--- config.mk ---
export PLATFORM = sky130hd
export DESIGN_NAME = dpr_ram
export DESIGN_NICKNAME = d
export VERILOG_FILES = /design/src/design/dpr_ram.sv
export SDC_FILE = /design/constraint.sdc
export NUM_CORES = 1
export LEC_CHECK = 0
export BUFFER_PORTS_ARGS = -buffer_cell sky130_fd_sc_hd__buf_4
export CORE_MARGIN = 1
export CORE_UTILIZATION = 40
export DETAILED_ROUTE_END_ITERATION = 10
export PLACE_DENSITY_LB_ADDON = 0.3
export SLEW_MARGIN = 20
export SYNTH_ARGS = -nofsm -noshare
export SYNTH_HDL_FRONTEND = slang
export SYNTH_SLANG_ARGS = --single-unit
--- constraint.sdc ---
create_clock -name clk -period 1.5 [get_ports clk]
set_input_delay 0.075 -clock clk [delete_from_list [all_inputs] [get_ports clk]]
set_output_delay 0.075 -clock clk [all_outputs]
set_load 0.01 [all_outputs]
--- src/design/dpr_ram.sv ---
module dpr_ram #(
	parameter int WIDTH = 8,
	parameter int DEPTH = 16
) (
	input  logic                     clk,
	input  logic                     we,
	input  logic [$clog2(DEPTH)-1:0] waddr,
	input  logic [WIDTH-1:0]         wdata,
	input  logic [$clog2(DEPTH)-1:0] raddr,
	output logic [WIDTH-1:0]         rdata
);
	logic [WIDTH-1:0] mem [DEPTH];

	always_ff @(posedge clk) begin
		if (we)
			mem[waddr] <= wdata;
		rdata <= mem[raddr];
	end
endmodule

# ---- Word level (Yosys, flattened, before mapping)
# Memories as Yosys holds them, arrays and structs flattened. A register that Yosys moved wholly into a read port is not among the register bits.
# Index checks and enable logic that the tools add are counted.
dict set report totals {
  regBits 0
  latch_bits 0
  ram_bits 128
  mem_bits_ro 0
  inputBits 18
  out_inout_bits 8
  word_cells 3
  n_memories 1
}
dict set report classes {
  add_sub_neg 0
  mul 0
  div 0
  magnitude_cmp 0
  eq_ne 0
  shifts 0
  mux 2
  bitwise_logic 0
  reduce_logical 0
}
# memory words word_bits rd rd_ports_with_merged_regs write_ports line
set memory_table {}
lappend memory_table {mem 16 8 1 1 1 12} ;# logic [WIDTH-1:0] mem [DEPTH];
# op n
set ops {}
lappend ops {{$mux 1} 2}

# ---- Depth between registers and ports, before layout
dict set report logic_depth {
  depth_word 2
  mapped_depth 5
  mapped_depth_nobuf 3
}

# ---- Worst setup path after synthesis
# No wires, ideal clock.
dict set report synth_timing {
  path_kind {input -> register}
  from {in waddr[2]}
  to {mem mem[0][0] (enable)}
  setup_ns 0.383
  t_arrival_ns 1.185
  t_required_ns 1.117
  slack_ns -0.068
  cell_stages 2
  path_buffers 0
  path_cell_list {or3b_2 > nor3_1}
}
# element line
set synth_rtl {}
lappend synth_rtl {{from (decl)} 7} ;# input logic [$clog2(DEPTH)-1:0] waddr,
lappend synth_rtl {{to (decl)} 12}
# Straight into the memory's write port.

==> results.yml <==
cells_and_area:
  mostFrequentLayoutCells: "edfxtp_1 (128), buf_4 (42), mux4_2 (18), clkbuf_16 (17), a22oi_1 (16)"
  fillers: 1008
  drive_above_1_share: 0.307
  seq_area_um2: 4000
  layout_commonest_cell: "edfxtp_1"
  finish.net_count: 311
  n_antenna_cell: 0
  multi_input_area_um2: 1060
  area_growth_pct: 23.1
routing:
  wl_per_cell_um: 19.9
  via_count: 2443
  firstDrtPassIters: 4
  drc: 0
  ant_nets: 0
  wl_um: 9490
  via_per_inst: 5.11
  first_iter_violations: 262
power:
  power_leakage_nw: 2.16
  worst_ir_drop_vdd_uv: 758
  power-per-cell-area_nw_per_um2: 1370
clock_tree:
  cts_buffer_depth: 2
  cts.sinks: 136
  numCtsBuffers: 17
  clock_latency_ns: 0.41
  cts_tree: "done"
  root_buffer: "clkbuf_16"
  cts.clk_slew.worst_paths_ns: 0.06
  cts_max_level: 4
  post-cts-setup-buffers: 0
global_route:
  grt_antenna_before_repair: 0
  grt_first_pass_wirelength_um: 14700
  grt_use_total: 0.162
  grt_max_degree: 17
  gr-total-overflow: 0
  grt_pass1_vias: 2546
floorplan:
  fp.coreArea_um2: 12600
  die-area_um2: 13300
  pin_count: 26
  fp.dieH_um: 115
  initial_core_util: 0.410
  rows: 41
  fp.dieW_um: 115
critical_path:
  end_kind: "flop"
  worstSetupStartpointType: "flop"
  crit_arrival_ns: 1.67
  r2r_slack_ns: 0.13
  worstPathRequired_ns: 1.80
  critPathKind: "flop to flop"
  critPathMaxFanout: 1
yosys:
  synth_warnings: 0
  synth_fp_nets: 247
  syn_avg_cell_area_um2: 22.5
  syn_inst: 229
  synth_cell_types: 19
  seq_area_frac_synth: 0.778
  netlist_area_um2: 5150
  synth_seq_cells: 136
timing:
  rsz0062_at_grt: "false"
  finalHoldViolCount: 0
  whs_ns: 0.0809
  min_period_ns: 1.37
  slew_viol_final: 0
  clock_skew_ns: 0.00541
  relSlewSlack: 0.569
  finalSetupTns_ns: 0
  fmax_mhz: 730
  period_share: 0.913
  finalSetupViolCount: 0
  tightest_slew_ns: 0.644
flow_run:
  cap_violations: 0
placed_design:
  io_buffer_count: 25
  hpwlAfterDp_um: 6070
  place.gp.congestion: 0.696
hold_path:
  hold_class: "input port to flop"
status:
  status: "completed"
[critical path, cell delays in order (launching register included)]
cell and delay [ns]:
edfxtp_1 0.39, mux4_1 0.51, a22oi_1 0.28, nand2_1 0.08
[area by class of cell]
class | instances | area share
clock buffers | 18 | 0.0677
clock inverters | 14 | 0.0207
flip-flops and latches | 136 | 0.632
well taps | 172 | 0.0340
multi-input cells | 83 | 0.168
repair buffers | 55 | 0.0782
[where the power goes]
group	switching (W)	total [W]	leakage, nW	internal [W]
clock	0.00152	0.00394	0.270	0.00242
sequential	0.0000248	0.00427	1.22	0.00425
combinational	0.000227	0.000454	0.664	0.000227
total	0.00177	0.00867	2.16	0.00690
[sequential cells by signal (all words and copies together), names as in the netlist]
name / flops
mem: 128
rdata: 8
[final timing paths]
| check | from | cells after the start | to |
|---|---|---|---|
| setup / recovery | mem[1][3] | 3 | rdata[3] |
| hold / removal | raddr[2] | 4 | rdata[7] |
| setup reg to reg | mem[1][3] | 3 | rdata[3] |
| hold reg to reg | mem[4][2] | 3 | rdata[2] |
[synthesized netlist by cell type]
library cell | count | area [µm²]
nand2b_1 | 2 | 12.5
mux4_2 | 18 | 405
dfxtp_1 | 8 | 160
nor2_1 | 13 | 48.8
nand3_1 | 1 | 5.00
buf_6 | 3 | 33.8
nor2b_1 | 1 | 6.26
nor3_1 | 4 | 20.0
and2_1 | 1 | 6.26
nand3b_1 | 2 | 15.0
edfxtp_1 | 128 | 3840
or3b_2 | 1 | 8.76
clkdlybuf4s25_2 | 3 | 30.0
buf_4 | 1 | 7.51
mux4_1 | 14 | 368
a22oi_1 | 16 | 120
buf_2 | 3 | 15.0
nand2_1 | 9 | 33.8
and2b_1 | 1 | 7.51
[kinds of logic (layout without fill, tap and decap cells)]
family,count (synthesis),after routing,synth area share
flops,136,136,0.778
buf+inv,10,87,0.0168
mux,32,32,0.150
compound gates,16,16,0.0233
simple gates,35,35,0.0318
[routing by layer]
metal | up-vias | GRT usage | wire length, µm
li1 | 1100 | - | -
met3 | 18 | 0.0413 | 363
met5 | - | 0 | 0
met2 | 59 | 0.261 | 4680
met4 | 0 | 0.0779 | 181
met1 | 1266 | 0.205 | 4270
[timing repair]
item | in CTS | in global routing
endpoints found under the hold margin | 124 | 0
gates resized for setup | 0 | 0
hold buffers | 8 | 0
[stage by stage]
stage | instances | worst slack [ns] | utilization | power (W) | cell area (µm²)
2_1_floorplan | 229 | 0.159 | - | 0.00457 | 5150
3_3_place_gp | 438 | 0.0173 | 0.453 | 0.00479 | 5700
3_5_place_dp | 438 | 0.0156 | 0.453 | 0.00480 | 5700
4_1_cts | 478 | 0.0949 | 0.504 | 0.00873 | 6340
5_1_grt | 478 | 0.0582 | 0.504 | 0.00893 | 6340
6_report | 478 | 0.130 | 0.504 | 0.00867 | 6340
(Power assumes the default switching activity.)
