## src/design/dpr_pkg.sv

```systemverilog
package dpr_pkg;

	localparam int MAX_WIDTH  = 1024;
	localparam int MAX_HEIGHT = 1024;

	localparam int CFG_W     = 11;
	localparam int CFG_IDX_W = 2;
	localparam int PIX_W     = 16;
	localparam int ENT_W     = PIX_W + 1;

	localparam int WW    = $clog2(MAX_WIDTH + 1);
	localparam int HW    = $clog2(MAX_HEIGHT + 1);
	localparam int CNT_W = $clog2(MAX_WIDTH * MAX_HEIGHT + 1);
	localparam int CMP_W = ((CNT_W > WW) ? CNT_W : WW) + 3;

	// ring must span 4W+3 entries; power of two keeps the wrap a plain truncation
	localparam int AW         = $clog2(4 * MAX_WIDTH + 3);
	localparam int RING_DEPTH = 2 ** AW;

	localparam int NBR_N   = 8;
	localparam int K_W     = $clog2(NBR_N + 1);
	localparam int NCNT_W  = $clog2(NBR_N + 1);
	localparam int SUM_W   = PIX_W + $clog2(NBR_N);
	localparam int NUM_W   = SUM_W + 1;
	localparam int DEN_W   = NCNT_W + 1;
	localparam int STEP_W  = $clog2(NUM_W);

	localparam logic [CFG_IDX_W-1:0] REG_FRAME_WIDTH  = CFG_IDX_W'(0);
	localparam logic [CFG_IDX_W-1:0] REG_FRAME_HEIGHT = CFG_IDX_W'(1);

	localparam int RST_FRAME_WIDTH  = 640;
	localparam int RST_FRAME_HEIGHT = 512;

	typedef enum logic [2:0] {
		ST_IDLE,
		ST_SELF,
		ST_NBR,
		ST_DIV,
		ST_HOLD
	} mu_state_t;

	typedef struct packed {
		logic [WW-1:0] w;
		logic [HW-1:0] h;
	} geom_t;

	typedef struct packed {
		logic             valid;
		logic [CNT_W-1:0] idx;
		logic [WW-1:0]    x;
		logic [HW-1:0]    y;
		logic             last;
	} req_t;

	typedef struct packed {
		logic             we;
		logic [AW-1:0]    addr;
		logic [ENT_W-1:0] data;
	} wr_t;

	function automatic logic [WW-1:0] clamp_w(input logic [CFG_W-1:0] v);
		logic [WW-1:0] r;
		if (v == '0)
			r = WW'(1);
		else if (int'(v) > MAX_WIDTH)
			r = WW'(MAX_WIDTH);
		else
			r = WW'(v);
		return r;
	endfunction

	function automatic logic [HW-1:0] clamp_h(input logic [CFG_W-1:0] v);
		logic [HW-1:0] r;
		if (v == '0)
			r = HW'(1);
		else if (int'(v) > MAX_HEIGHT)
			r = HW'(MAX_HEIGHT);
		else
			r = HW'(v);
		return r;
	endfunction

	localparam logic [WW-1:0]    W_RST     = clamp_w(CFG_W'(RST_FRAME_WIDTH));
	localparam logic [HW-1:0]    H_RST     = clamp_h(CFG_W'(RST_FRAME_HEIGHT));
	localparam logic [CNT_W-1:0] TOTAL_RST = CNT_W'(int'(W_RST) * int'(H_RST));

endpackage

```

## src/design/dpr_if.sv

```systemverilog


interface dpr_out_if;
	import dpr_pkg::*;
	logic             valid;
	logic             ready;
	logic [PIX_W-1:0] pixel_out;
	logic             was_replaced;
	logic             no_good_neighbor;
	logic             last_of_frame;

	modport source(output valid, output pixel_out, output was_replaced,
		output no_good_neighbor, output last_of_frame, input ready);
	modport sink(input valid, input pixel_out, input was_replaced,
		input no_good_neighbor, input last_of_frame, output ready);
endinterface


```

## src/design/dpr_mean_unit.sv

```systemverilog
module dpr_mean_unit (
	input  logic                      clk,
	input  logic                      arst_n,
	input  dpr_pkg::geom_t            geom,
	input  dpr_pkg::req_t             req,
	output logic                      busy,
	output logic [dpr_pkg::AW-1:0]    rd_addr,
	input  logic [dpr_pkg::ENT_W-1:0] rd_data,
	dpr_out_if.source                 px_out
);
	import dpr_pkg::*;

	mu_state_t state_q;
	mu_state_t state_nx;

	logic [AW-1:0]     idx_q;
	logic [WW-1:0]     x_q;
	logic [HW-1:0]     y_q;
	logic              last_q;
	logic [PIX_W-1:0]  pix_q;
	logic [SUM_W-1:0]  sum_q;
	logic [NCNT_W-1:0] cnt_q;
	logic [K_W-1:0]    k_q;
	logic [NUM_W-1:0]  num_q;
	logic [DEN_W-1:0]  rem_q;
	logic [DEN_W-1:0]  den_q;
	logic [STEP_W-1:0] step_q;
	logic [PIX_W-1:0]  res_q;
	logic              repl_q;
	logic              none_q;

	logic              ov_q;
	logic [PIX_W-1:0]  pixel_out_q;
	logic              was_replaced_q;
	logic              no_good_q;
	logic              last_out_q;

	logic [NBR_N-1:0]  mask;
	logic [K_W-1:0]    km1;
	logic              take;
	logic [SUM_W-1:0]  sum_nx;
	logic [NCNT_W-1:0] cnt_nx;
	logic [NUM_W-1:0]  num_init;
	logic [DEN_W-1:0]  den_init;
	logic [DEN_W:0]    trial;
	logic              q_bit;
	logic [DEN_W-1:0]  rem_nx;
	logic [NUM_W-1:0]  quo_nx;
	logic              div_last;
	logic              load;
	logic [AW-1:0]     w_a;

	assign w_a = AW'(geom.w);

	function automatic logic [AW-1:0] nbr_addr(input logic [2:0] k, input logic [AW-1:0] c,
		input logic [AW-1:0] w);
		logic [AW-1:0] a;
		case (k)
			3'd0:    a = c - AW'(1);
			3'd1:    a = c - AW'(2);
			3'd2:    a = c + AW'(1);
			3'd3:    a = c + AW'(2);
			3'd4:    a = c - w;
			3'd5:    a = c - (w << 1);
			3'd6:    a = c + w;
			3'd7:    a = c + (w << 1);
			default: a = c;
		endcase
		return a;
	endfunction

	// neighbour order: left 1, left 2, right 1, right 2, up 1, up 2, down 1, down 2
	assign mask[0] = x_q != '0;
	assign mask[1] = x_q > WW'(1);
	assign mask[2] = ((WW+1)'(x_q) + (WW+1)'(1)) < (WW+1)'(geom.w);
	assign mask[3] = ((WW+1)'(x_q) + (WW+1)'(2)) < (WW+1)'(geom.w);
	assign mask[4] = y_q != '0;
	assign mask[5] = y_q > HW'(1);
	assign mask[6] = ((HW+1)'(y_q) + (HW+1)'(1)) < (HW+1)'(geom.h);
	assign mask[7] = ((HW+1)'(y_q) + (HW+1)'(2)) < (HW+1)'(geom.h);

	// read data in NBR belongs to the neighbour addressed in the previous cycle
	assign km1    = k_q - K_W'(1);
	assign take   = mask[km1[2:0]] && !rd_data[ENT_W-1];
	assign sum_nx = take ? sum_q + SUM_W'(rd_data[PIX_W-1:0]) : sum_q;
	assign cnt_nx = take ? cnt_q + NCNT_W'(1) : cnt_q;

	// round half up: (2*sum + n) / (2*n)
	assign num_init = {sum_nx, 1'b0} + NUM_W'(cnt_nx);
	assign den_init = {cnt_nx, 1'b0};

	assign trial    = {rem_q, num_q[NUM_W-1]};
	assign q_bit    = trial >= {1'b0, den_q};
	assign rem_nx   = q_bit ? DEN_W'(trial - {1'b0, den_q}) : trial[DEN_W-1:0];
	assign quo_nx   = {num_q[NUM_W-2:0], q_bit};
	assign div_last = step_q == STEP_W'(NUM_W - 1);

	always_comb begin
		state_nx = state_q;
		case (state_q)
			ST_IDLE: begin
				if (req.valid)
					state_nx = ST_SELF;
			end
			ST_SELF: begin
				state_nx = rd_data[ENT_W-1] ? ST_NBR : ST_HOLD;
			end
			ST_NBR: begin
				if (k_q == K_W'(NBR_N))
					state_nx = (cnt_nx == '0) ? ST_HOLD : ST_DIV;
			end
			ST_DIV: begin
				if (div_last)
					state_nx = ST_HOLD;
			end
			ST_HOLD: begin
				if (!ov_q || px_out.ready)
					state_nx = ST_IDLE;
			end
			default: state_nx = ST_IDLE;
		endcase
	end

	always_comb begin
		busy    = state_q != ST_IDLE;
		load    = 1'b0;
		rd_addr = idx_q;
		case (state_q)
			ST_IDLE: rd_addr = req.idx[AW-1:0];
			ST_SELF: rd_addr = nbr_addr(3'd0, idx_q, w_a);
			ST_NBR:  rd_addr = nbr_addr(k_q[2:0], idx_q, w_a);
			ST_HOLD: load    = !ov_q || px_out.ready;
			default: rd_addr = idx_q;
		endcase
	end

	always_ff @(posedge clk or negedge arst_n) begin
		if (!arst_n) begin
			state_q <= ST_IDLE;
			ov_q    <= 1'b0;
		end else begin
			state_q <= state_nx;
			if (load)
				ov_q <= 1'b1;
			else if (px_out.ready)
				ov_q <= 1'b0;
		end
	end

	always_ff @(posedge clk) begin
		case (state_q)
			ST_IDLE: begin
				if (req.valid) begin
					idx_q  <= req.idx[AW-1:0];
					x_q    <= req.x;
					y_q    <= req.y;
					last_q <= req.last;
				end
			end
			ST_SELF: begin
				pix_q  <= rd_data[PIX_W-1:0];
				res_q  <= rd_data[PIX_W-1:0];
				repl_q <= 1'b0;
				none_q <= 1'b0;
				k_q    <= K_W'(1);
				sum_q  <= '0;
				cnt_q  <= '0;
			end
			ST_NBR: begin
				sum_q <= sum_nx;
				cnt_q <= cnt_nx;
				k_q   <= k_q + K_W'(1);
				if (k_q == K_W'(NBR_N)) begin
					num_q  <= num_init;
					den_q  <= den_init;
					rem_q  <= '0;
					step_q <= '0;
					res_q  <= pix_q;
					none_q <= cnt_nx == '0;
				end
			end
			ST_DIV: begin
				num_q  <= quo_nx;
				rem_q  <= rem_nx;
				step_q <= step_q + STEP_W'(1);
				if (div_last) begin
					res_q  <= quo_nx[PIX_W-1:0];
					repl_q <= 1'b1;
				end
			end
			default: ;
		endcase
		if (load) begin
			pixel_out_q    <= res_q;
			was_replaced_q <= repl_q;
			no_good_q      <= none_q;
			last_out_q     <= last_q;
		end
	end

	assign px_out.valid            = ov_q;
	assign px_out.pixel_out        = pixel_out_q;
	assign px_out.was_replaced     = was_replaced_q;
	assign px_out.no_good_neighbor = no_good_q;
	assign px_out.last_of_frame    = last_out_q;

	a_req_when_idle: assert property (@(posedge clk) disable iff (!arst_n)
		req.valid |-> state_q == ST_IDLE)
		else $error("emit request while a pixel is in work");

	a_quot_fits: assert property (@(posedge clk) disable iff (!arst_n)
		(state_q == ST_DIV && div_last) |-> quo_nx[NUM_W-1:PIX_W] == '0)
		else $error("neighbour mean overflowed the sample width");

	a_hold_loads: assert property (@(posedge clk) disable iff (!arst_n)
		(state_q == ST_HOLD && !ov_q) |=> ov_q)
		else $error("finished word not moved to output register");
endmodule

```

## src/flat_wrapper.sv

```systemverilog
// flat-port wrapper written by rule: the top's interface ports become plain ports
module dpr_mean_unit_flat import dpr_pkg::*;
  (clk, arst_n, geom, req, busy, rd_addr, rd_data, px_out_valid, px_out_pixel_out, px_out_was_replaced, px_out_no_good_neighbor, px_out_last_of_frame, px_out_ready);
  dpr_out_if px_out_i ();
  input  logic clk;
  input  logic arst_n;
  input  dpr_pkg::geom_t geom;
  input  dpr_pkg::req_t req;
  output logic busy;
  output logic [dpr_pkg::AW-1:0] rd_addr;
  input  logic [dpr_pkg::ENT_W-1:0] rd_data;
  output wire logic [$bits(px_out_i.valid)-1:0] px_out_valid;
  output wire logic [$bits(px_out_i.pixel_out)-1:0] px_out_pixel_out;
  output wire logic [$bits(px_out_i.was_replaced)-1:0] px_out_was_replaced;
  output wire logic [$bits(px_out_i.no_good_neighbor)-1:0] px_out_no_good_neighbor;
  output wire logic [$bits(px_out_i.last_of_frame)-1:0] px_out_last_of_frame;
  input wire logic [$bits(px_out_i.ready)-1:0] px_out_ready;
  assign px_out_valid = px_out_i.valid;
  assign px_out_pixel_out = px_out_i.pixel_out;
  assign px_out_was_replaced = px_out_i.was_replaced;
  assign px_out_no_good_neighbor = px_out_i.no_good_neighbor;
  assign px_out_last_of_frame = px_out_i.last_of_frame;
  assign px_out_i.ready = px_out_ready;
  dpr_mean_unit u_core (.clk(clk), .arst_n(arst_n), .geom(geom), .req(req), .busy(busy), .rd_addr(rd_addr), .rd_data(rd_data), .px_out(px_out_i));
endmodule
```

## config.mk

```make
export PLATFORM = sky130hd
export DESIGN_NAME = dpr_mean_unit_flat
export DESIGN_NICKNAME = d
export VERILOG_FILES = /design/src/design/dpr_pkg.sv /design/src/design/dpr_if.sv /design/src/design/dpr_mean_unit.sv /design/src/flat_wrapper.sv
export SDC_FILE = /design/constraint.sdc
export NUM_CORES = 1
export LEC_CHECK = 0
export ABC_AREA = 1
export BUFFER_PORTS_ARGS = -buffer_cell sky130_fd_sc_hd__buf_2
export CAP_MARGIN = 30
export CORE_MARGIN = 8
export CORE_UTILIZATION = 40
export DETAILED_ROUTE_END_ITERATION = 7
export PLACE_DENSITY = 0.59
export SETUP_SLACK_MARGIN = 0.15
export SYNTH_ARGS = -nofsm -noshare
export SYNTH_HDL_FRONTEND = slang
export SYNTH_SLANG_ARGS = --single-unit
```

## constraint.sdc

```tcl
create_clock -name clk -period 4.3 [get_ports clk]
set_input_delay 0.86 -clock clk [delete_from_list [all_inputs] [get_ports clk]]
set_output_delay 0.86 -clock clk [all_outputs]
set_load 0.005 [all_outputs]
```

## Word-level counts from Yosys, hierarchy flattened

Cells that the tools add are included.

| storage, ports and cells | value |
|---|---|
| bits in registers | 154 |
| bits in latches | 0 |
| memory bits (writable) | 0 |
| ROM bits | 0 |
| output and inout bits | 34 |
| word-level logic and storage cells | 119 |
| memories kept | 0 |

| operators by class | value |
|---|---|
| add/subtract/negate cells | 19 |
| $mul | 0 |
| div/mod/pow operators | 0 |
| order comparisons | 8 |
| eq/ne operators | 17 |
| shifts and indexed selects | 0 |
| mux-type cells | 32 |
| bitwise logic cells | 0 |
| reduce and logical (&&, ||, !) cells | 22 |

Operator list:

| operator | count |
|---|---|
| $pmux W13 S8 | 1 |
| $lt A12 B11 Y1 | 4 |
| $pmux W16 S3 | 1 |
| $pmux W20 S2 | 1 |
| $pmux W13 S3 | 1 |
| $pmux W19 S2 | 1 |
| $mux W16 | 2 |
| $add A11 B1 Y12 const B | 2 |
| $add A11 B2 Y12 const B | 2 |
| $gt A11 B1 Y1 const B | 2 |
| $reduce_bool A11 Y1 | 2 |
| $add A20 B4 Y20 | 1 |
| $mux W20 | 1 |
| $pmux W5 S2 | 2 |
| $add A19 B16 Y19 | 1 |
| $mux W19 | 1 |
| $mux W3 | 6 |
| $pmux W4 S2 | 2 |
| $eq A3 B3 Y1 const B | 5 |
| $pmux W3 S5 | 1 |
| $add A13 B1 Y13 const B | 1 |
| $add A13 B11 Y13 | 1 |
| $add A13 B12 Y13 | 1 |
| $add A13 B2 Y13 const B | 1 |
| 31 further kinds | 55 |

## Depth between registers and ports, before layout

| logic depth | value |
|---|---|
| depth after elaboration | 10 |
| mapped depth | 37 |
| gate-level depth less buffers | 36 |

## Worst setup path after synthesis

No wires, ideal clock.

| timing path | value |
|---|---|
| kind | flip-flop to flip-flop |
| start point | register u_core.x_q[2] |
| end point | register u_core.num_q[10] (data pin) |
| library setup time | 0.258 ns |
| arrival time | 4.097 ns |
| data required time | 4.042 ns |
| slack | -0.055 ns |
| cell stages (with the launch flop) | 36 |
| path through | edfxtp_1 -> ha_1 -> nand2_2 -> nor3_4 -> nand2_1 -> nor2_1 -> xor2_1 -> nor2_1 -> nor2_1 -> ha_1 -> nand3_1 -> nor3_1 -> nand2_1 -> nand3_1 -> nand2_1 -> inv_1 -> nand2_1 -> nand2_2 -> nand2_4 -> nand2_4 -> buf_8 -> inv_2 -> or2_2 -> o21ai_0 -> inv_1 -> ha_1 -> a21oi_1 -> inv_1 -> a31oi_1 -> inv_1 -> nand3_1 -> nor2_1 -> nand3_1 -> inv_2 -> o21ai_0 -> nand2_1 |

| on the way | value |
|---|---|
| cells in the longest elaborated chain, start to end | 9 |

RTL lines:

| what | line | text |
|---|---|---|
| start, declared | dpr_mean_unit.sv:17 | `logic [WW-1:0] x_q;` |
| start signal, assigned | dpr_mean_unit.sv:155 | `x_q <= req.x;` |
| $add A11 B1 Y12 / $add A11 B2 Y12 (equally long branches) | dpr_mean_unit.sv:75, dpr_mean_unit.sv:76 |  |
| $lt A12 B11 Y1, on equally long branches | dpr_mean_unit.sv:75, dpr_mean_unit.sv:76 |  |
| $bmux W1 S3 * | dpr_mean_unit.sv:84 | `assign take = mask[km1[2:0]] && !rd_data[ENT_W-1];` |
| $mux W1 (implied by the code) * | dpr_mean_unit.sv:84 |  |
| $logic_and A1 B1 Y1 * | dpr_mean_unit.sv:84 |  |
| $mux W19 * | dpr_mean_unit.sv:85 | `assign sum_nx = take ? sum_q + SUM_W'(rd_data[PIX_W-1:0]) : sum_q;` |
| net u_core.sum_nx[2] | dpr_mean_unit.sv:41 | `logic [SUM_W-1:0] sum_nx;` |
| $add A20 B4 Y20 * | dpr_mean_unit.sv:89 | `assign num_init = {sum_nx, 1'b0} + NUM_W'(cnt_nx);` |
| $mux W20 * | dpr_mean_unit.sv:173 | `if (k_q == K_W'(NBR_N)) begin` |
| $pmux W20 S2 * | dpr_mean_unit.sv:151 | `case (state_q)` |
| end signal, assigned | dpr_mean_unit.sv:174 | `num_q <= num_init;` |
| end signal, assigned | dpr_mean_unit.sv:183 | `num_q <= quo_nx;` |
| end, declared | dpr_mean_unit.sv:24 | `logic [NUM_W-1:0] num_q;` |

Mark *: on every way through the listed nets, which the timed path passes. The rest lies on a longest branch. The select of a mux whose other input is x is not followed.
A chain may end at the register's enable or synchronous reset.

## Worst setup path in the final report

| timing path | value |
|---|---|
| start point | input port geom[12] (netlist bit) |
| end point | output port rd_addr[12] (netlist bit) |

| on the way | value |
|---|---|
| cells in the longest elaborated chain, start to end | 3 |

RTL lines:

| what | line | text |
|---|---|---|
| start, declared | flat_wrapper.sv:7 | `input dpr_pkg::geom_t geom;` |
| $add A13 B12 Y13, or another cell as far along | dpr_mean_unit.sv:66 | `3'd7: a = c + (w << 1);` |
| $pmux W13 S8 * | dpr_mean_unit.sv:58 | `case (k)` |
| $pmux W13 S3 * | dpr_mean_unit.sv:128 | `case (state_q)` |
| end, declared | flat_wrapper.sv:10 | `output logic [dpr_pkg::AW-1:0] rd_addr;` |

Mark *: on every way between the ends. The rest lies on a longest branch, timed or not.

==> results.cfg <==
[final_layout]
final_cells = 2194
drive_gt1_share_pct = 32.4
final_cell_area_um2 = 16000
nets = 1992
fillers = 2678
antennaDiodeCount = 0
area_delta_synth_final_pct = 35.2

[sta]
finalMaxSlewViolations = 0
worst_slew_pin_slew_ps = 530
finalSetupTns_ps = -2730
finClkSkew_ps = 16.2
finalCriticalPeriod_ps = 4570
hold_viol_final = 0
fmax_mhz = 219
grt_setup_unrepaired = true
max_slew_margin_pct = 64.6
fin_ws_ps = -274
fin_crit_sh_pct = 106
setup_viol = 20
hold_slack_ps = 225

[detailed_routing]
vias_per_cell = 5.06
drt_iter0_markers = 688
wirelength_mm = 34.6
drt_pass1_iterations = 5
drtAntennaViolNets = 0
vias = 11096
drc_errors = 0
wl_per_cell_um = 15.8

[place]
dp_hpwl_mm = 25.9
place.gp.congestion = 0.910
place_worst_setup_slack_ps = -414
dp.cells = 2089
port_buffers = 112
placed_area_um2 = 13900

[synthesis]
synth_area_leader_cell = edfxtp_1
syn_nets = 1685
synthTopCellsByCount = 360 x nand2_1, 201 x inv_1, 150 x edfxtp_1
synth_area_um2 = 11800
ys.flop_type = edfxtp_1
avgSynthCellArea_um2 = 7.98
ys_seq_elements = 154
synth_edf_count = 150
ys_warn_count = 0
synth_most_common_cell = nand2_1
ys_types = 53
ys_seq_area_share_pct = 38.9
synthArstFlopShare_pct = 2.60
syn_inst = 1484
synth.area.top_cells = edfxtp_1 38%, ha_1 12%, nand2_1 11%
synth_top_area_share_pct = 38.0

[clocking]
hold_buffers = 0
cts_buffer_depth = 2
cts_root_buf = clkbuf_16
clock-sinks = 154
h-tree-depth = 4
clk_latency_ps = 440
numCtsBuffers = 17
path_clk_slew_ps = 60
tritoncts = built

[floorplan]
initial_core_util_pct = 40.3
rows = 63
dieWidth_um = 188
die_h_um = 188
core_region_area_um2 = 29400
die_area_um2 = 35400
io_pins = 121

[run_status]
violations = setup timing
status = finished with violations

[setup_path]
crit_fanout = 3
crit_path_start_kind = input pin
critPathArrivalTime_ps = 3710
worst-setup-path-type = input pin to output pin
required_ps = 3440
end_kind = output pin

[global_routing]
grt_pass1_wl_mm = 54.7
antenna_found_initial = 0
grt_pass1_vias = 10842
grt.overflow.total = 0
grt_use_total_pct = 19.2
grt_max_degree = 33

[hold_path]
hold_path.class = input pin to asynchronous set/reset pin

[power]
peakVddDrop_uv = 368
power_density_nw_per_um2 = 779
power.leakage_nw = 7.44

[flow_run]
drv_cap = 0
## area by class of cell
class                           instances  area (um^2)  area share (%)
Multi-Input combinational cell       1092         7280            45.5
Sequential cell                       154         4600            28.7
Timing Repair Buffer                  317         2260            14.1
Inverter                              209          806            5.03
Tap cell                              390          488            3.05
Clock buffer                           17          425            2.66
Clock inverter                         15          155           0.969
## report_power, final
part           internal (mW)  switching [mW]
Combinational           3.42            4.80
Clock                  0.820           0.689
Sequential              2.45           0.286
Total                   6.69            5.78
## cells by family after synthesis
family / Yosys count / share of synthesized area (%)
simple gates: 680 / 24.8
buf+inv: 238 / 7.77
compound gates: 230 / 11.0
flops: 154 / 38.9
fa+ha+maj: 114 / 12.4
xor+xnor: 68 / 5.15
## sequential cells by signal, summed over array words and instances, names as in the netlist, 5 cells and up
signal and flops:
u_core.pix_q 16, u_core.x_q 11, u_core.step_q 5, u_core.idx_q 13, u_core.sum_q 19, u_core.num_q 20
u_core.rem_q 5, u_core.res_q 16, u_core.y_q 11, u_core.px_out.pixel_out 16
## per-layer routing
layer	track usage (%)	vias up	share of wire, %	routed length, um
li1	-	5583	-	-
met1	24.3	5172	44	15300
met2	32.3	284	49	16800
met3	3.83	57	4.8	1680
met4	6.33	0	2.4	837
met5	0	-	0	0
## what timing repair did
action                                 4_1_cts  5_1_grt
pin swaps                                   79       85
setup endpoints to repair                   27       30
buffers inserted                            47       25
endpoints found under the hold margin        0        0
gates resized for setup                    155      117
## per-stage QoR
step           power, mW  util [%]
3_5_place_dp        9.16      47.2
5_1_grt             13.5      54.5
3_3_place_gp        9.05      47.1
2_1_floorplan       6.94         -
4_1_cts             11.7      52.2
6_report            12.5      54.5
## cells in the final DEF, fill, tap and decap left out, types with 52 or more instances in the layout
master    instances
inv_1           179
ha_1             92
nand3_1          66
nor2_1          118
o21ai_0          52
buf_4           173
nand2_1         330
edfxtp_1        150
a21oi_1          57
buf_2           109
## worst max-delay path: stages
cell and delay, ps:
buf_8 110, inv_4 60, ha_4 130, nand2_2 50, nor2_2 80, inv_2 50
nor2_2 80, inv_2 60, nor2_4 130, xor2_2 180, buf_4 150, o21ai_4 70
ha_4 300, nand2_2 70, a21oi_4 140, a211oi_4 60, o21ai_4 80, nand2_2 90
o21ai_2 170, nand2_1 100, o2bb2ai_2 130, nand2_1 50, nand2_1 60, o21ai_2 140
a21oi_1 70, a21oi_1 120, buf_2 130
## final timing paths
path	startpoint	end	slack (ps)	cells after the start
worst min-delay path	arst_n	u_core.px_out.valid	230	1
max in group asynchronous	arst_n	u_core.state_q[1]	3950	1
worst max register to register	u_core.x_q[1]	u_core.num_q[10]	-170	36
worst max-delay path	geom[12]	rd_addr[12]	-270	27
worst min register to register	u_core.none_q	u_core.px_out.no_good_neighbor	410	0
min in group clk	u_core.none_q	u_core.px_out.no_good_neighbor	410	0
Note: power is estimated with default switching activity, not from simulation.
