`src/design/dpr_pkg.sv`:
```
package dpr_pkg;

	localparam int MAX_WIDTH  = 1024;
	localparam int MAX_HEIGHT = 1024;

	localparam int CFG_W     = 11;
	localparam int CFG_IDX_W = 2;
	localparam int PIX_W     = 16;
	localparam int ENT_W     = PIX_W + 1;

	localparam int WW    = $clog2(MAX_WIDTH + 1);
	localparam int HW    = $clog2(MAX_HEIGHT + 1);
	localparam int CNT_W = $clog2(MAX_WIDTH * MAX_HEIGHT + 1);
	localparam int CMP_W = ((CNT_W > WW) ? CNT_W : WW) + 3;

	// ring must span 4W+3 entries; power of two keeps the wrap a plain truncation
	localparam int AW         = $clog2(4 * MAX_WIDTH + 3);
	localparam int RING_DEPTH = 2 ** AW;

	localparam int NBR_N   = 8;
	localparam int K_W     = $clog2(NBR_N + 1);
	localparam int NCNT_W  = $clog2(NBR_N + 1);
	localparam int SUM_W   = PIX_W + $clog2(NBR_N);
	localparam int NUM_W   = SUM_W + 1;
	localparam int DEN_W   = NCNT_W + 1;
	localparam int STEP_W  = $clog2(NUM_W);

	localparam logic [CFG_IDX_W-1:0] REG_FRAME_WIDTH  = CFG_IDX_W'(0);
	localparam logic [CFG_IDX_W-1:0] REG_FRAME_HEIGHT = CFG_IDX_W'(1);

	localparam int RST_FRAME_WIDTH  = 640;
	localparam int RST_FRAME_HEIGHT = 512;

	typedef enum logic [2:0] {
		ST_IDLE,
		ST_SELF,
		ST_NBR,
		ST_DIV,
		ST_HOLD
	} mu_state_t;

	typedef struct packed {
		logic [WW-1:0] w;
		logic [HW-1:0] h;
	} geom_t;

	typedef struct packed {
		logic             valid;
		logic [CNT_W-1:0] idx;
		logic [WW-1:0]    x;
		logic [HW-1:0]    y;
		logic             last;
	} req_t;

	typedef struct packed {
		logic             we;
		logic [AW-1:0]    addr;
		logic [ENT_W-1:0] data;
	} wr_t;

	function automatic logic [WW-1:0] clamp_w(input logic [CFG_W-1:0] v);
		logic [WW-1:0] r;
		if (v == '0)
			r = WW'(1);
		else if (int'(v) > MAX_WIDTH)
			r = WW'(MAX_WIDTH);
		else
			r = WW'(v);
		return r;
	endfunction

	function automatic logic [HW-1:0] clamp_h(input logic [CFG_W-1:0] v);
		logic [HW-1:0] r;
		if (v == '0)
			r = HW'(1);
		else if (int'(v) > MAX_HEIGHT)
			r = HW'(MAX_HEIGHT);
		else
			r = HW'(v);
		return r;
	endfunction

	localparam logic [WW-1:0]    W_RST     = clamp_w(CFG_W'(RST_FRAME_WIDTH));
	localparam logic [HW-1:0]    H_RST     = clamp_h(CFG_W'(RST_FRAME_HEIGHT));
	localparam logic [CNT_W-1:0] TOTAL_RST = CNT_W'(int'(W_RST) * int'(H_RST));

endpackage

```
`src/design/dpr_if.sv`:
```
interface dpr_in_if;
	import dpr_pkg::*;
	logic             valid;
	logic             ready;
	logic             op;
	logic [PIX_W-1:0] pixel_value;
	logic             is_bad;

	modport source(output valid, output op, output pixel_value, output is_bad, input ready);
	modport sink(input valid, input op, input pixel_value, input is_bad, output ready);
endinterface


interface dpr_cfg_if;
	import dpr_pkg::*;
	logic                 valid;
	logic                 ready;
	logic [CFG_IDX_W-1:0] index;
	logic [CFG_W-1:0]     data;

	modport source(output valid, output index, output data, input ready);
	modport sink(input valid, input index, input data, output ready);
endinterface

```
`src/design/dpr_frame_ctl.sv`:
```
module dpr_frame_ctl (
	input  logic           clk,
	input  logic           arst_n,
	dpr_cfg_if.sink        cfg,
	dpr_in_if.sink         px_in,
	input  logic           busy,
	output dpr_pkg::geom_t geom,
	output dpr_pkg::req_t  req,
	output dpr_pkg::wr_t   wr
);
	import dpr_pkg::*;

	logic [WW-1:0]    w_q;
	logic [HW-1:0]    h_q;
	logic [CNT_W-1:0] total_q;
	logic [CNT_W-1:0] item_cnt_q;
	logic [CNT_W-1:0] o_q;
	logic [WW-1:0]    x_q;
	logic [HW-1:0]    y_q;

	logic              cfg_hit;
	logic [WW-1:0]     w_new;
	logic [HW-1:0]     h_new;
	logic [WW+HW-1:0]  prod;
	logic              accept;
	logic              complete;
	logic              wr_en;
	logic              emit;
	logic              last;
	logic [CMP_W-1:0]  cnt_inc;
	logic [CMP_W-1:0]  o_lag;

	assign cfg.ready   = 1'b1;
	assign px_in.ready = !busy && !cfg.valid;

	assign cfg_hit = cfg.valid && cfg.ready &&
		(cfg.index == REG_FRAME_WIDTH || cfg.index == REG_FRAME_HEIGHT);
	assign w_new = (cfg.index == REG_FRAME_WIDTH)  ? clamp_w(cfg.data) : w_q;
	assign h_new = (cfg.index == REG_FRAME_HEIGHT) ? clamp_h(cfg.data) : h_q;
	assign prod  = (WW+HW)'(w_new) * (WW+HW)'(h_new);

	assign accept   = px_in.valid && px_in.ready;
	assign complete = item_cnt_q >= total_q;
	assign cnt_inc  = CMP_W'(item_cnt_q) + CMP_W'(1);
	// lag = 2W+2
	assign o_lag    = CMP_W'(o_q) + (CMP_W'(w_q) << 1) + CMP_W'(2);
	assign wr_en    = accept && !px_in.op && !complete;
	assign emit     = accept && (complete || (!px_in.op && cnt_inc > o_lag));
	assign last     = (CMP_W'(o_q) + CMP_W'(1)) == CMP_W'(total_q);

	assign geom.w = w_q;
	assign geom.h = h_q;

	assign req.valid = emit;
	assign req.idx   = o_q;
	assign req.x     = x_q;
	assign req.y     = y_q;
	assign req.last  = last;

	assign wr.we   = wr_en;
	assign wr.addr = item_cnt_q[AW-1:0];
	assign wr.data = {px_in.is_bad, px_in.pixel_value};

	always_ff @(posedge clk or negedge arst_n) begin
		if (!arst_n) begin
			w_q        <= W_RST;
			h_q        <= H_RST;
			total_q    <= TOTAL_RST;
			item_cnt_q <= '0;
			o_q        <= '0;
			x_q        <= '0;
			y_q        <= '0;
		end else if (cfg_hit) begin
			w_q        <= w_new;
			h_q        <= h_new;
			total_q    <= prod[CNT_W-1:0];
			item_cnt_q <= '0;
			o_q        <= '0;
			x_q        <= '0;
			y_q        <= '0;
		end else begin
			if (wr_en)
				item_cnt_q <= cnt_inc[CNT_W-1:0];
			if (emit) begin
				if (last) begin
					// frame done, next pixel opens a new frame
					item_cnt_q <= '0;
					o_q        <= '0;
					x_q        <= '0;
					y_q        <= '0;
				end else begin
					o_q <= o_q + CNT_W'(1);
					if (x_q + WW'(1) == w_q) begin
						x_q <= '0;
						y_q <= y_q + HW'(1);
					end else begin
						x_q <= x_q + WW'(1);
					end
				end
			end
		end
	end

	a_cnt_in_frame: assert property (@(posedge clk) disable iff (!arst_n)
		item_cnt_q <= total_q)
		else $error("pixel count ran past frame size");

	a_out_behind_in: assert property (@(posedge clk) disable iff (!arst_n)
		o_q <= item_cnt_q)
		else $error("output position ahead of stored pixels");

	a_last_restarts: assert property (@(posedge clk) disable iff (!arst_n)
		(emit && last && !cfg_hit) |=> (item_cnt_q == '0 && o_q == '0))
		else $error("frame end did not restart counters");
endmodule

```
`src/flat_wrapper.sv`:
```
// flat-port wrapper written by rule: the top's interface ports become plain ports
module dpr_frame_ctl_flat import dpr_pkg::*;
  (clk, arst_n, busy, geom, req, wr, cfg_valid, cfg_index, cfg_data, cfg_ready, px_in_valid, px_in_op, px_in_pixel_value, px_in_is_bad, px_in_ready);
  dpr_cfg_if cfg_i ();
  dpr_in_if px_in_i ();
  input  logic clk;
  input  logic arst_n;
  input  logic busy;
  output dpr_pkg::geom_t geom;
  output dpr_pkg::req_t req;
  output dpr_pkg::wr_t wr;
  input wire logic [$bits(cfg_i.valid)-1:0] cfg_valid;
  input wire logic [$bits(cfg_i.index)-1:0] cfg_index;
  input wire logic [$bits(cfg_i.data)-1:0] cfg_data;
  output wire logic [$bits(cfg_i.ready)-1:0] cfg_ready;
  input wire logic [$bits(px_in_i.valid)-1:0] px_in_valid;
  input wire logic [$bits(px_in_i.op)-1:0] px_in_op;
  input wire logic [$bits(px_in_i.pixel_value)-1:0] px_in_pixel_value;
  input wire logic [$bits(px_in_i.is_bad)-1:0] px_in_is_bad;
  output wire logic [$bits(px_in_i.ready)-1:0] px_in_ready;
  assign cfg_i.valid = cfg_valid;
  assign cfg_i.index = cfg_index;
  assign cfg_i.data = cfg_data;
  assign cfg_ready = cfg_i.ready;
  assign px_in_i.valid = px_in_valid;
  assign px_in_i.op = px_in_op;
  assign px_in_i.pixel_value = px_in_pixel_value;
  assign px_in_i.is_bad = px_in_is_bad;
  assign px_in_ready = px_in_i.ready;
  dpr_frame_ctl u_core (.clk(clk), .arst_n(arst_n), .cfg(cfg_i), .px_in(px_in_i), .busy(busy), .geom(geom), .req(req), .wr(wr));
endmodule
```
`config.mk`:
```
export PLATFORM = sky130hd
export DESIGN_NAME = dpr_frame_ctl_flat
export DESIGN_NICKNAME = d
export VERILOG_FILES = /design/src/design/dpr_pkg.sv /design/src/design/dpr_if.sv /design/src/design/dpr_frame_ctl.sv /design/src/flat_wrapper.sv
export SDC_FILE = /design/constraint.sdc
export NUM_CORES = 1
export LEC_CHECK = 0
export BUFFER_PORTS_ARGS = -buffer_cell sky130_fd_sc_hd__buf_2
export CAP_MARGIN = 30
export CORE_MARGIN = 2
export CORE_UTILIZATION = 25
export DETAILED_ROUTE_END_ITERATION = 10
export PLACE_DENSITY = 0.41
export REMOVE_ABC_BUFFERS = 1
export SLEW_MARGIN = 20
export SYNTH_ARGS = -nofsm -noshare
export SYNTH_HDL_FRONTEND = slang
export SYNTH_SLANG_ARGS = --single-unit
```
`constraint.sdc`:
```
create_clock -name clk -period 6.8 [get_ports clk]
set_input_delay 1.02 -clock clk [delete_from_list [all_inputs] [get_ports clk]]
set_output_delay 1.02 -clock clk [all_outputs]
set_load 0.01 [all_outputs]
```
After elaboration in Yosys (flattened, before gate mapping)
Cells that the tools add are included.
{ "classes": {"addsub": 7, "order_cmp": 3, "n_reduce_logical": 18, "eq_ne": 3, "muxes": 19, "n_mul": 1} }
{ "op_table": {"columns": ["op", "n"], "rows": [
  ["two-way mux 21 bit", 7],
  ["two-way mux 11 bit", 12],
  ["adder 21 x 1 -> 22 bit, second input constant", 2],
  ["adder 24 x 2 -> 24 bit, second input constant", 1],
  ["== test 24 x 21 -> 1 bit", 1],
  ["greater-than comparator 24 bit", 1],
  ["adder 11 x 1 -> 11 bit, second input constant", 2],
  ["adder 21 x 12 -> 22 bit", 1],
  ["adder 21 x 1 -> 21 bit, second input constant", 1],
  ["greater-or-equal comparator 21 bit", 1],
  ["multiplier 11 x 11 -> 21 bit", 1],
  ["== test 11 bit", 1],
  ["greater-than comparator 11 bit, second input constant", 1],
  ["zero test 11 bit", 1],
  ["logical AND 1 bit", 7],
  ["zero test 1 bit", 4],
  ["nonzero test 3 bit", 1],
  ["== test 2 x 1 -> 1 bit, second input constant", 1],
  ["zero test 2 bit", 1],
  ["logical OR 1 bit", 2],
  ["AND reduction 2 bit", 1],
  ["nonzero test 2 bit", 1]
]} }
{ "word_totals": {"wordCells": 58, "ff_bits": 107} }

Longest topological paths before layout
Gate-level depths: netlist of run 1.
{ "logic_depth": {"word_depth": 9, "mapped_depth": 25, "mapped_depth_nobuf": 24} }

Worst setup path after synthesis of run 1
No wires, ideal clock.
{ "synth_timing": {"path_type": "input -> register", "from": "in cfg_index[1]", "to": "reg u_core.total_q[20]", "setup_ps": 134, "cell_stages": 23, "path_slack_ps": 19, "arrival_ps": 6647, "cell_sequence": "nand2b_1 clkbuf_1 clkbuf_1 nand2_1 o21ai_1 nand2_1 fa_1 fa_1 fa_1 inv_1 fa_1 inv_1 fa_1 inv_1 ha_1 a2111oi_0 o211ai_1 a31oi_1 o21ai_0 a211o_1 a21oi_1 xnor2_1 o21ai_0"} }
{ "synth_between": {"elab_chain_len": 3, "elab_cells_between_ends": 7} }
{ "synth_rtl": {"columns": ["element", "line", "text"], "rows": [
  ["start: declaration", "flat_wrapper.sv:13", "input wire logic [$bits(cfg_i.index)-1:0] cfg_index;"],
  ["== test 2 x 1 -> 1 bit / zero test 2 bit (equally long branches)", "dpr_frame_ctl.sv:37, dpr_frame_ctl.sv:39, dpr_frame_ctl.sv:38", null],
  ["two-way mux 11 bit, or another cell as far along", "dpr_frame_ctl.sv:39", "assign h_new = (cfg.index == REG_FRAME_HEIGHT) ? clamp_h(cfg.data) : h_q;"],
  ["multiplier 11 x 11 -> 21 bit / logical AND 1 bit (equally long branches)", "dpr_frame_ctl.sv:40, dpr_frame_ctl.sv:36", null],
  ["end signal: assignment", "dpr_frame_ctl.sv:76", "total_q <= prod[CNT_W-1:0];"],
  ["end: declaration", "dpr_frame_ctl.sv:15", "logic [CNT_W-1:0] total_q;"]
]} }
Several ways; a longest one is shown, not always the timed one.
A chain may end at the register's enable or synchronous reset.

Worst setup path after layout of run 1
{ "layout_timing": {"from": "in cfg_index[0]", "to": "reg u_core.total_q[20]"} }
Same word-level chain as after synthesis.

==> results.py, run 1 <==
metrics = {
    "route": {
        "drc": 0,
        "wl_met1_mm": 20.7,
        "viasPerCell": 4.89,
        "routed.top_layer": "met5",
        "wl_per_cell_um": 18.8,
        "drt_iter0_drc": 638,
        "met2_wirelength_mm": 21.1,
        "first_pass_iters": 5,
        "drt-total-wl_mm": 45.0,
        "vias": 11700,
        "postRouteAntennaNets": 0,
        "wl_met3_mm": 2.21,
    },
    "sta": {
        "rsz0062_at_grt": "false",
        "post-route-min-period_ns": 6.43,
        "setup_viol": 0,
        "timing.final.crit_share_pct": 94.5,
        "fin_ws_ns": 0.371,
        "drv_slew": 0,
        "worstMarginPinSlew_ns": 0.864,
        "relSlewSlack_pct": 42.2,
        "fin_skew_ns": 0.0132,
        "clock.fmax_ghz": 0.156,
        "hold_viol": 0,
    },
    "layout": {
        "drive_gt1_share_pct": 15.2,
        "nets": 1933,
        "nFillCells": 5619,
        "layout_common_cells": "nand2_1, nor2_1, inv_1",
        "final_common_cell": "nand2_1",
        "area_delta_synth_final_pct": 15.1,
    },
    "setup_path": {
        "crit_fanout": 23,
        "worstSetupStartpointType": "input port",
        "cp_data_required_time_ns": 7.05,
        "crit_buf_inv": 5,
        "slowest_stage": "fa_1",
        "timing.critical_path.from": "cfg_index[0]",
        "reg2reg_to": "u_core.o_q[5]",
        "cp-end-kind": "register",
        "r2r_setup_slack_ns": 0.71,
        "cp.depth": 23,
        "crit_type": "input port to register",
        "cp.arrival_ns": 6.68,
        "crit_family": "adder cells",
        "r2r-start": "u_core.w_q[3]",
        "crit_path_cell_trace": "buf_2, or2_1, buf_12, nor3_1, a21oi_1, or2_2, fa_1, inv_1, fa_1, ha_1, fa_1, inv_1, fa_1, inv_1, ha_1, a2111oi_0, o211ai_1, a31oi_1, o21ai_0, a211o_1, a21oi_1, xnor2_1, o21ai_0",
        "cpMostUsedCell": "fa_1",
        "r2r_cells": 18,
        "cp_slowest_stage_delay_ns": 0.56,
        "endpoint": "u_core.total_q[20]",
    },
    "cts": {
        "numCtsBuffers": 9,
        "clock_sinks": 107,
        "cts_tree": "yes",
        "ctsHoldBuffers": 0,
        "cts_root_buffer": "clkbuf_16",
        "worstSkewPairLatency_ns": 0.40,
        "cts_setup_buffers": 0,
        "htree_levels": 3,
        "clk_path_buf_depth": 2,
        "clk_pin_slew_ns": 0.08,
        "post_cts_resized": 0,
    },
    "floorplan": {
        "core_area_um2": 51300,
        "fp.dieW_um": 232,
        "die_area_um2": 53700,
        "ioPinCount": 136,
        "num_rows": 83,
        "die_h_um": 232,
        "start_util_pct": 25.3,
    },
    "power_and_ir_drop": {
        "ir_worst_vdd_mv": 0.139,
        "power_density_nw_per_um2": 174,
        "power_frac_clock_pct": 23.2,
        "seqPwrFrac_pct": 32.2,
        "switching_share_pct": 42.3,
        "p_comb_share_pct": 44.6,
        "finalPower_w": 0.00259,
        "p_sw_w": 0.00110,
        "power_leakage_nw": 6.99,
        "p_int_w": 0.00149,
    },
    "synthesis": {
        "synth_cell_types": 81,
        "synth_edf_count": 0,
        "async_flop_share_pct": 100,
        "ys_ff_latch": 107,
        "synthCells": 1592,
        "synth_top_area_share_pct": 19.7,
        "yosysTopAreaCell": "dfrtp_1",
        "netlist_area_um2": 13000,
        "synth.avg_cell_area_um2": 8.14,
        "synth_flop_cell": "dfrtp_1",
        "ys_seq_area_share_pct": 20.7,
        "synth.area.top_cells": "dfrtp_1, fa_1, ha_1",
        "yosysWarnings": 0,
    },
    "place": {
        "post-place-ws_ns": -0.0849,
        "place_congestion": 0.855,
        "place_hpwl_mm": 35.7,
        "port_buffers": 100,
    },
    "global_routing": {
        "grt_pass1_vias": 11600,
        "gr-total-overflow": 0,
        "grt_pass1_wl_mm": 69.7,
        "grt_max_degree": 58,
        "antenna_found_initial": 1,
        "grt_usage_pct": 16.9,
    },
    "min_path": {
        "hold_class": "register to register",
    },
    "outcome": {
        "outcome": "complete, no violations",
    },
    "flow_run": {
        "cap_violations": 0,
    },
}
-- synthesized netlist by cell type, types with 7 or more instances --
cell type and n:
and4_1 10, a211o_1 7, nor4_1 11, nor2_1 138
a32oi_1 9, inv_1 138, a31oi_1 14, a21o_1 13
o21a_1 26, nand2_1 179, or2_2 13, a21oi_1 83
nand4_1 30, nand3_1 57, and2_1 8, or3_1 21
mux2i_1 10, o22ai_1 16, buf_2 17, and3_1 25
clkbuf_1 49, xor2_1 61, nor3_1 22, o21ai_0 94
ha_1 116, o31ai_1 9, nor2b_1 12, fa_1 80
nand2b_1 25, dfrtp_1 102, buf_4 35, xnor2_1 54
-- area by class of cell --
type                    count  area (um^2)  share of cell area (%)
flip-flops and latches    107         2680                    18.0
repair buffers            203         1300                    8.73
multi-input cells        1242         9240                    62.0
clock buffers              11          253                    1.70
diodes                      1         2.50                  0.0168
clock inverters             4         57.6                   0.386
inverters                 138          518                    3.47
well taps                 680          851                    5.71
-- how the worst min path moves through the flow --
stage	startpoint	endpoint	slack (ns)	cells after the start
2_1_floorplan	u_core.total_q[16]	u_core.total_q[16]	0.47	2
3_3_place_gp	u_core.h_q[9]	u_core.h_q[9]	0.48	2
3_5_place_dp	u_core.h_q[9]	u_core.h_q[9]	0.49	2
4_1_cts	u_core.h_q[9]	u_core.h_q[9]	0.50	2
5_1_grt	u_core.h_q[9]	u_core.h_q[9]	0.51	2
6_report	u_core.h_q[9]	u_core.h_q[9]	0.50	2
-- cells by family after synthesis --
kind of cell	Yosys count	share of synthesized area [%]
buffers and inverters	243	8.27
AOI/OAI and AO/OA	331	16.1
muxes	11	0.859
other	1	0.0289
adders and majority gates	196	23.6
DFF	107	20.7
and+or+nand+nor	588	22.7
xor gates and xnor gates	115	7.77
-- power by group through the flow --
stage	combinational [W]	sequential [W]	clock, W
floorplan	0.000703	0.000801	0
detailed placement	0.00116	0.000850	0
global route	0.00131	0.000846	0.000647
finish	0.00116	0.000834	0.000602
CTS	0.00117	0.000837	0.000629
global placement	0.00116	0.000847	0
-- layer usage --
metal / GRT usage [%] / vias up
li1: - / 5689
met1: 22.1 / 5676
met2: 28.4 / 260
met3: 3.46 / 48
met4: 4.43 / 2
met5: 0 / -
-- state kept, by name, indices dropped and copies added, names as in the netlist --
register           count
u_core.h_q            11
u_core.item_cnt_q     21
u_core.o_q            21
u_core.total_q        21
u_core.w_q            11
u_core.x_q            11
u_core.y_q            11
-- worst min-delay path, delay by kind of cell, from the launching register on --
| family | cells | cell delay [ns] |
|---|---|---|
| and+or+nand+nor | 1 | 0.04 |
| AOI/OAI and AO/OA | 1 | 0.07 |
| DFF | 1 | 0.38 |
-- metrics by stage --
stage	TNS (ns)	util (%)	cell area [um^2]	std cells	hold slack (ns)
after global routing	0	29.1	14900	2385	0.514
final	0	29.1	14900	2386	0.496
after global placement	-0.0739	28.4	14600	2370	0.485
after CTS	0	29.0	14900	2385	0.501
after detailed placement	-0.0849	28.4	14600	2370	0.488
after floorplan	-0.0544	-	12400	1487	0.471
Note: power is estimated with default switching activity, not from simulation.
==> run 2, diff against run 1 <==
CORE_UTILIZATION = 40   (was 25)
PLACE_DENSITY = 0.59   (was 0.41)
==> run 2 against run 1 <==
Sequential power fell by 0.6%. Cell area fell by 3.5%. Die area fell by 37%. Critical path type unchanged. Largest power group unchanged. Cell count fell by 13%. Critical path depth rose by 1. Setup slack improved by 0.039 ns. Clock skew rose by 0.0066 ns.
==> results.py, run 2 (same netlist as run 1, synthesis figures left out) <==
metrics = {
    "outcome": {
        "outcome": "complete, no violations",
    },
    "floorplan": {
        "die_h_um": 184,
        "fp.dieW_um": 184,
        "start_util_pct": 40.9,
        "num_rows": 65,
        "ioPinCount": 136,
        "core_area_um2": 31700,
        "die_area_um2": 33900,
    },
    "global_routing": {
        "grt_pass1_vias": 11400,
        "antenna_found_initial": 0,
        "grt_usage_pct": 24.0,
        "grt_pass1_wl_mm": 63.3,
        "grt_max_degree": 71,
        "gr-total-overflow": 0,
    },
    "cts": {
        "cts_root_buffer": "clkbuf_16",
        "clock_sinks": 107,
        "htree_levels": 3,
        "worstSkewPairLatency_ns": 0.39,
        "numCtsBuffers": 9,
        "clk_pin_slew_ns": 0.08,
        "clk_path_buf_depth": 2,
        "cts_tree": "yes",
        "ctsHoldBuffers": 0,
    },
    "sta": {
        "relSlewSlack_pct": 38.2,
        "fin_skew_ns": 0.0198,
        "timing.final.crit_share_pct": 94.0,
        "setup_viol": 0,
        "clock.fmax_ghz": 0.157,
        "post-route-min-period_ns": 6.39,
        "worstMarginPinSlew_ns": 0.912,
        "drv_slew": 0,
        "hold_viol": 0,
        "rsz0062_at_grt": "false",
    },
    "layout": {
        "final_area_um2": 14400,
        "nets": 1907,
        "drive_gt1_share_pct": 13.9,
        "antenna_cells": 0,
        "utilization_pct": 45.4,
        "final_common_cell": "nand2_1",
        "layout_common_cells": "nand2_1, nor2_1, inv_1",
        "area_delta_synth_final_pct": 11.0,
        "top_regs": "u_core.item_cnt_q (21), u_core.o_q (21), u_core.total_q (21)",
    },
    "route": {
        "vias": 11700,
        "drt_iter0_drc": 851,
        "postRouteAntennaNets": 0,
        "drt-total-wl_mm": 39.4,
        "first_pass_iters": 5,
        "viasPerCell": 5.62,
        "drc": 0,
        "wl_per_cell_um": 18.9,
    },
    "power_and_ir_drop": {
        "ir_worst_vdd_mv": 0.147,
        "power_leakage_nw": 6.87,
        "power_density_nw_per_um2": 175,
    },
    "setup_path": {
        "worstSetupStartpointType": "input port",
        "cp_data_required_time_ns": 7.03,
        "cp.arrival_ns": 6.62,
        "cp-end-kind": "register",
        "crit_fanout": 19,
        "crit_type": "input port to register",
        "r2r_cells": 19,
    },
    "place": {
        "dpl_cell_area_um2": 14000,
        "place_congestion": 0.904,
        "port_buffers": 100,
        "place_hpwl_mm": 30.7,
    },
    "flow_run": {
        "cap_violations": 0,
    },
    "min_path": {
        "hold-path-cell-count": 2,
        "hold_class": "register to register",
    },
}
-- run 2: cell types whose count changed in the layout (fill, tap and decap cells not counted), sizes merged --
| cell | delta |
|---|---|
| clkbuf | -1 |
| clkinvlp | +2 |
| diode | -1 |
| buf | -26 |
-- run 2: path summary, 6_finish.rpt --
| path | slack, ns | end | start |
|---|---|---|---|
| min in group asynchronous | 0.62 | u_core.item_cnt_q[14] | arst_n |
| worst max register to register | 0.85 | u_core.o_q[5] | u_core.w_q[1] |
| max in group asynchronous | 5.02 | u_core.w_q[7] | arst_n |
| worst max-delay path | 0.41 | u_core.total_q[20] | cfg_index[0] |
| worst min register to register | 0.51 | u_core.h_q[9] | u_core.h_q[9] |
| worst min-delay path | 0.51 | u_core.h_q[9] | u_core.h_q[9] |
-- run 2: cell type report --
class                      count  area (um^2)
clock buffer                  10          239
sequential                   107         2680
fill                        3221        17300
tap                          402          503
inverter                     138          518
clock inverter                 6         70.1
timing repair buffer         177         1140
multi-input combinational   1242         9240
-- run 2: what timing repair did --
item | 4_1_cts | 5_1_grt
resized for setup | 0 | 5
endpoints found under the setup margin | 0 | 3
setup buffers | 0 | 0
-- run 2: critical path, stage by stage --
cell and delay [ns]:
buf_2 0.10, or2_1 0.27, buf_12 0.17, buf_4 0.16, nand2_1 0.08, o21ai_0 0.11
nand2_1 0.10, fa_1 0.44, fa_1 0.48, fa_1 0.51, inv_1 0.06, fa_1 0.53
inv_1 0.05, fa_1 0.52, inv_1 0.04, ha_1 0.30, a2111oi_0 0.41, o211ai_1 0.21
a31oi_2 0.22, o21ai_0 0.16, a211o_1 0.27, a21oi_1 0.18, xnor2_1 0.13, o21ai_0 0.08
-- run 2: stage by stage --
step           TNS, ns  power, W  hold WS (ns)  worst slack (ns)  std cells
5_1_grt              0   0.00271         0.526            0.0329       2082
4_1_cts              0   0.00254         0.513             0.258       2081
3_3_place_gp         0   0.00192         0.491            0.0147       2065
2_1_floorplan  -0.0544   0.00150         0.471           -0.0544       1487
3_5_place_dp   -0.0684   0.00194         0.499           -0.0684       2065
6_report             0   0.00252         0.506             0.410       2082
-- run 2: report_power, final --
| part | internal, W | switching (W) |
|---|---|---|
| registers | 0.000708 | 0.000121 |
| clock network | 0.000299 | 0.000284 |
| logic | 0.000454 | 0.000652 |
-- run 2: per-layer routing --
metal	part of all wire (%)	global-route usage [%]	vias up	wire length [um]
met5	0	0	-	0
met3	4.3	3.31	55	1690
met1	44	31.3	5699	17500
met2	48	40.9	307	19100
li1	-	-	5649	-
met4	3.1	7.90	0	1230
==> run 3, diff against run 2 <==
--- a/config.mk
+++ b/config.mk
@@ -6,7 +6,7 @@
 export NUM_CORES = 1
 export LEC_CHECK = 0
+export ABC_AREA = 1
 export BUFFER_PORTS_ARGS = -buffer_cell sky130_fd_sc_hd__buf_2
 export CAP_MARGIN = 30
-export CORE_MARGIN = 2
 export CORE_UTILIZATION = 40
 export DETAILED_ROUTE_END_ITERATION = 10
==> constraint.sdc (replaced) <==
create_clock -name clk -period 6.8 [get_ports clk]
set_input_delay 1.7 -clock clk [delete_from_list [all_inputs] [get_ports clk]]
set_output_delay 1.7 -clock clk [all_outputs]
set_load 0.01 [all_outputs]
==> run 3 against run 2 <==
Sequential share of layout area shrank 1.8 points. Global-route usage grew 3.0 points. Count of clock-buffer cells in the layout grew 1. Clock skew shrank 0.0073 ns. Sequential power grew 23%. Cell area grew 10%. First-iteration DRC count grew 20%. Sequential cell count is the same. Maximum frequency shrank 3.4%. Utilization grew 3.1 points. Worst hold slack gained 0.021 ns. Critical endpoint is now u_core.total_q[13]. Largest power group unchanged.
==> results.py, run 3 <==
metrics = {
    "sta": {
        "clock.fmax_ghz": 0.151,
        "fin_skew_ns": 0.0124,
        "drv_slew": 0,
        "fin_tns_setup_ns": 0,
        "post-route-min-period_ns": 6.61,
        "relSlewSlack_pct": 42.3,
        "timing.final.crit_share_pct": 97.2,
        "hold_viol": 0,
        "setup_viol": 0,
        "worstMarginPinSlew_ns": 0.860,
    },
    "synthesis": {
        "ys_seq_area_share_pct": 20.0,
        "yosysWarnings": 0,
        "async_flop_share_pct": 100,
        "synth.avg_cell_area_um2": 6.77,
        "synth.area.top_cells": "dfrtp_1, nand2_1, fa_1",
        "synthCells": 1979,
        "synth_edf_count": 0,
        "synth_cell_types": 46,
        "synth_flop_cell": "dfrtp_1",
        "netlist_area_um2": 13400,
        "synth_most_common_cell": "nand2_1",
        "synth_top_area_share_pct": 19.0,
        "yosysTopAreaCell": "dfrtp_1",
        "ys_ff_latch": 107,
        "synth_common_cells": "nand2_1, inv_1, nor2_1",
    },
    "floorplan": {
        "start_util_pct": 40.9,
        "ioPinCount": 136,
        "die_h_um": 185,
        "num_rows": 66,
        "fp.dieW_um": 185,
        "core_area_um2": 32800,
        "die_area_um2": 34200,
    },
    "global_routing": {
        "grt_max_degree": 57,
        "grt_pass1_vias": 12600,
        "gr-total-overflow": 0,
        "grt_usage_pct": 27.0,
        "grt_pass1_wl_mm": 70.4,
        "antenna_found_initial": 0,
    },
    "setup_path": {
        "cp.arrival_ns": 6.86,
        "cp_data_required_time_ns": 7.04,
        "cp_slowest_stage_delay_ns": 0.55,
        "cp-end-kind": "register",
        "worstSetupStartpointType": "input port",
        "crit_fanout": 8,
        "slowest_stage": "fa_1",
        "crit_type": "input port to register",
    },
    "cts": {
        "worstSkewPairLatency_ns": 0.37,
        "cts_root_buffer": "clkbuf_16",
        "clk_pin_slew_ns": 0.08,
        "numCtsBuffers": 9,
        "clock_sinks": 107,
        "cts_tree": "yes",
        "clk_path_buf_depth": 2,
        "htree_levels": 3,
    },
    "power_and_ir_drop": {
        "power_density_nw_per_um2": 286,
        "ir_worst_vdd_mv": 0.189,
        "power_leakage_nw": 8.30,
    },
    "route": {
        "viasPerCell": 5.13,
        "first_pass_iters": 7,
        "met2_wirelength_mm": 20.6,
        "wl_met3_mm": 2.59,
        "drc": 0,
        "wl_met1_mm": 21.1,
        "postRouteAntennaNets": 0,
        "vias": 13400,
        "drt-total-wl_mm": 45.4,
        "wl_per_cell_um": 17.3,
        "routed.top_layer": "met4",
        "drt_iter0_drc": 1020,
    },
    "outcome": {
        "outcome": "complete, no violations",
    },
    "layout": {
        "nFillCells": 3413,
        "top_regs": "u_core.item_cnt_q (21), u_core.o_q (21), u_core.total_q (21)",
        "nets": 2400,
        "antenna_cells": 0,
        "area_delta_synth_final_pct": 18.6,
        "utilization_pct": 48.5,
        "final_common_cell": "nand2_1",
        "layout_common_cells": "nand2_1, inv_1, nor2_1",
        "drive_gt1_share_pct": 18.2,
    },
    "place": {
        "port_buffers": 100,
        "place_congestion": 0.969,
        "place_hpwl_mm": 37.4,
    },
    "flow_run": {
        "cap_violations": 0,
    },
    "min_path": {
        "hold_class": "register to register",
    },
}
==> run 3: critical path: cells and delay by family <==
| family | cells | cell delay [ns] |
|---|---|---|
| AOI/OAI and AO/OA | 6 | 0.80 |
| xor gates and xnor gates | 1 | 0.15 |
| adders and majority gates | 6 | 2.67 |
| buffers and inverters | 8 | 0.75 |
| and+or+nand+nor | 7 | 0.78 |
==> run 3: cells by family after synthesis <==
group / after synthesis / share of synthesized area [%]
buffers and inverters: 376 / 11.8
adder cells (fa/ha/maj): 196 / 22.8
flip-flops: 107 / 20.0
AND/OR/NAND/NOR: 1026 / 32.3
other: 1 / 0.0280
AO/OA/AOI/OAI: 208 / 8.35
XOR/XNOR: 65 / 4.67
==> run 3: routing by layer <==
metal,up-vias,GRT usage [%]
li1,6625,-
met4,0,7.21
met1,6380,38.9
met3,49,3.46
met2,367,42.4
met5,-,0
==> run 3: repair_timing <==
action	in CTS	in global routing
pin swaps	0	46
gates cloned	0	0
endpoints found under the setup margin	9	13
setup buffers	0	5
hold buffers	0	0
resized for setup	15	110
endpoints found under the hold margin	0	0
==> run 3: layout make-up <==
class	instances	area (um^2)	area share (%)
Multi-Input combinational cell	1496	9560	60.1
Sequential cell	107	2690	16.9
Timing Repair Buffer	247	1650	10.4
Inverter	307	1160	7.28
Tap cell	442	553	3.48
Clock buffer	11	233	1.46
Clock inverter	5	63.8	0.401
==> run 3: power by group <==
part,switching (W),internal (W)
clock,0.000268,0.000291
sequential,0.000243,0.000782
combinational,0.00170,0.00126
total,0.00221,0.00234
==> run 3: worst paths after layout <==
check | slack, ns | from | cells past startpoint | endpoint
min in group asynchronous | 1.42 | arst_n | 1 | u_core.item_cnt_q[4]
max in group asynchronous | 4.15 | arst_n | 2 | u_core.w_q[0]
setup / recovery | 0.19 | cfg_data[8] | 28 | u_core.total_q[13]
hold reg to reg | 0.53 | u_core.total_q[7] | 2 | u_core.total_q[7]
setup reg to reg | 1.35 | u_core.w_q[0] | 27 | u_core.item_cnt_q[13]
hold / removal | 0.53 | u_core.total_q[7] | 2 | u_core.total_q[7]
==> run 3: stage by stage <==
step	hold slack (ns)	setup WS [ns]	std cells	area, um^2	power, W
2_1_floorplan	0.453	-0.511	1910	13000	0.00263
3_3_place_gp	0.480	-0.410	2593	15100	0.00369
3_5_place_dp	0.501	-0.571	2593	15100	0.00373
4_1_cts	0.520	0.00968	2609	15400	0.00431
5_1_grt	0.546	-0.0653	2615	15900	0.00499
6_report	0.527	0.188	2615	15900	0.00455
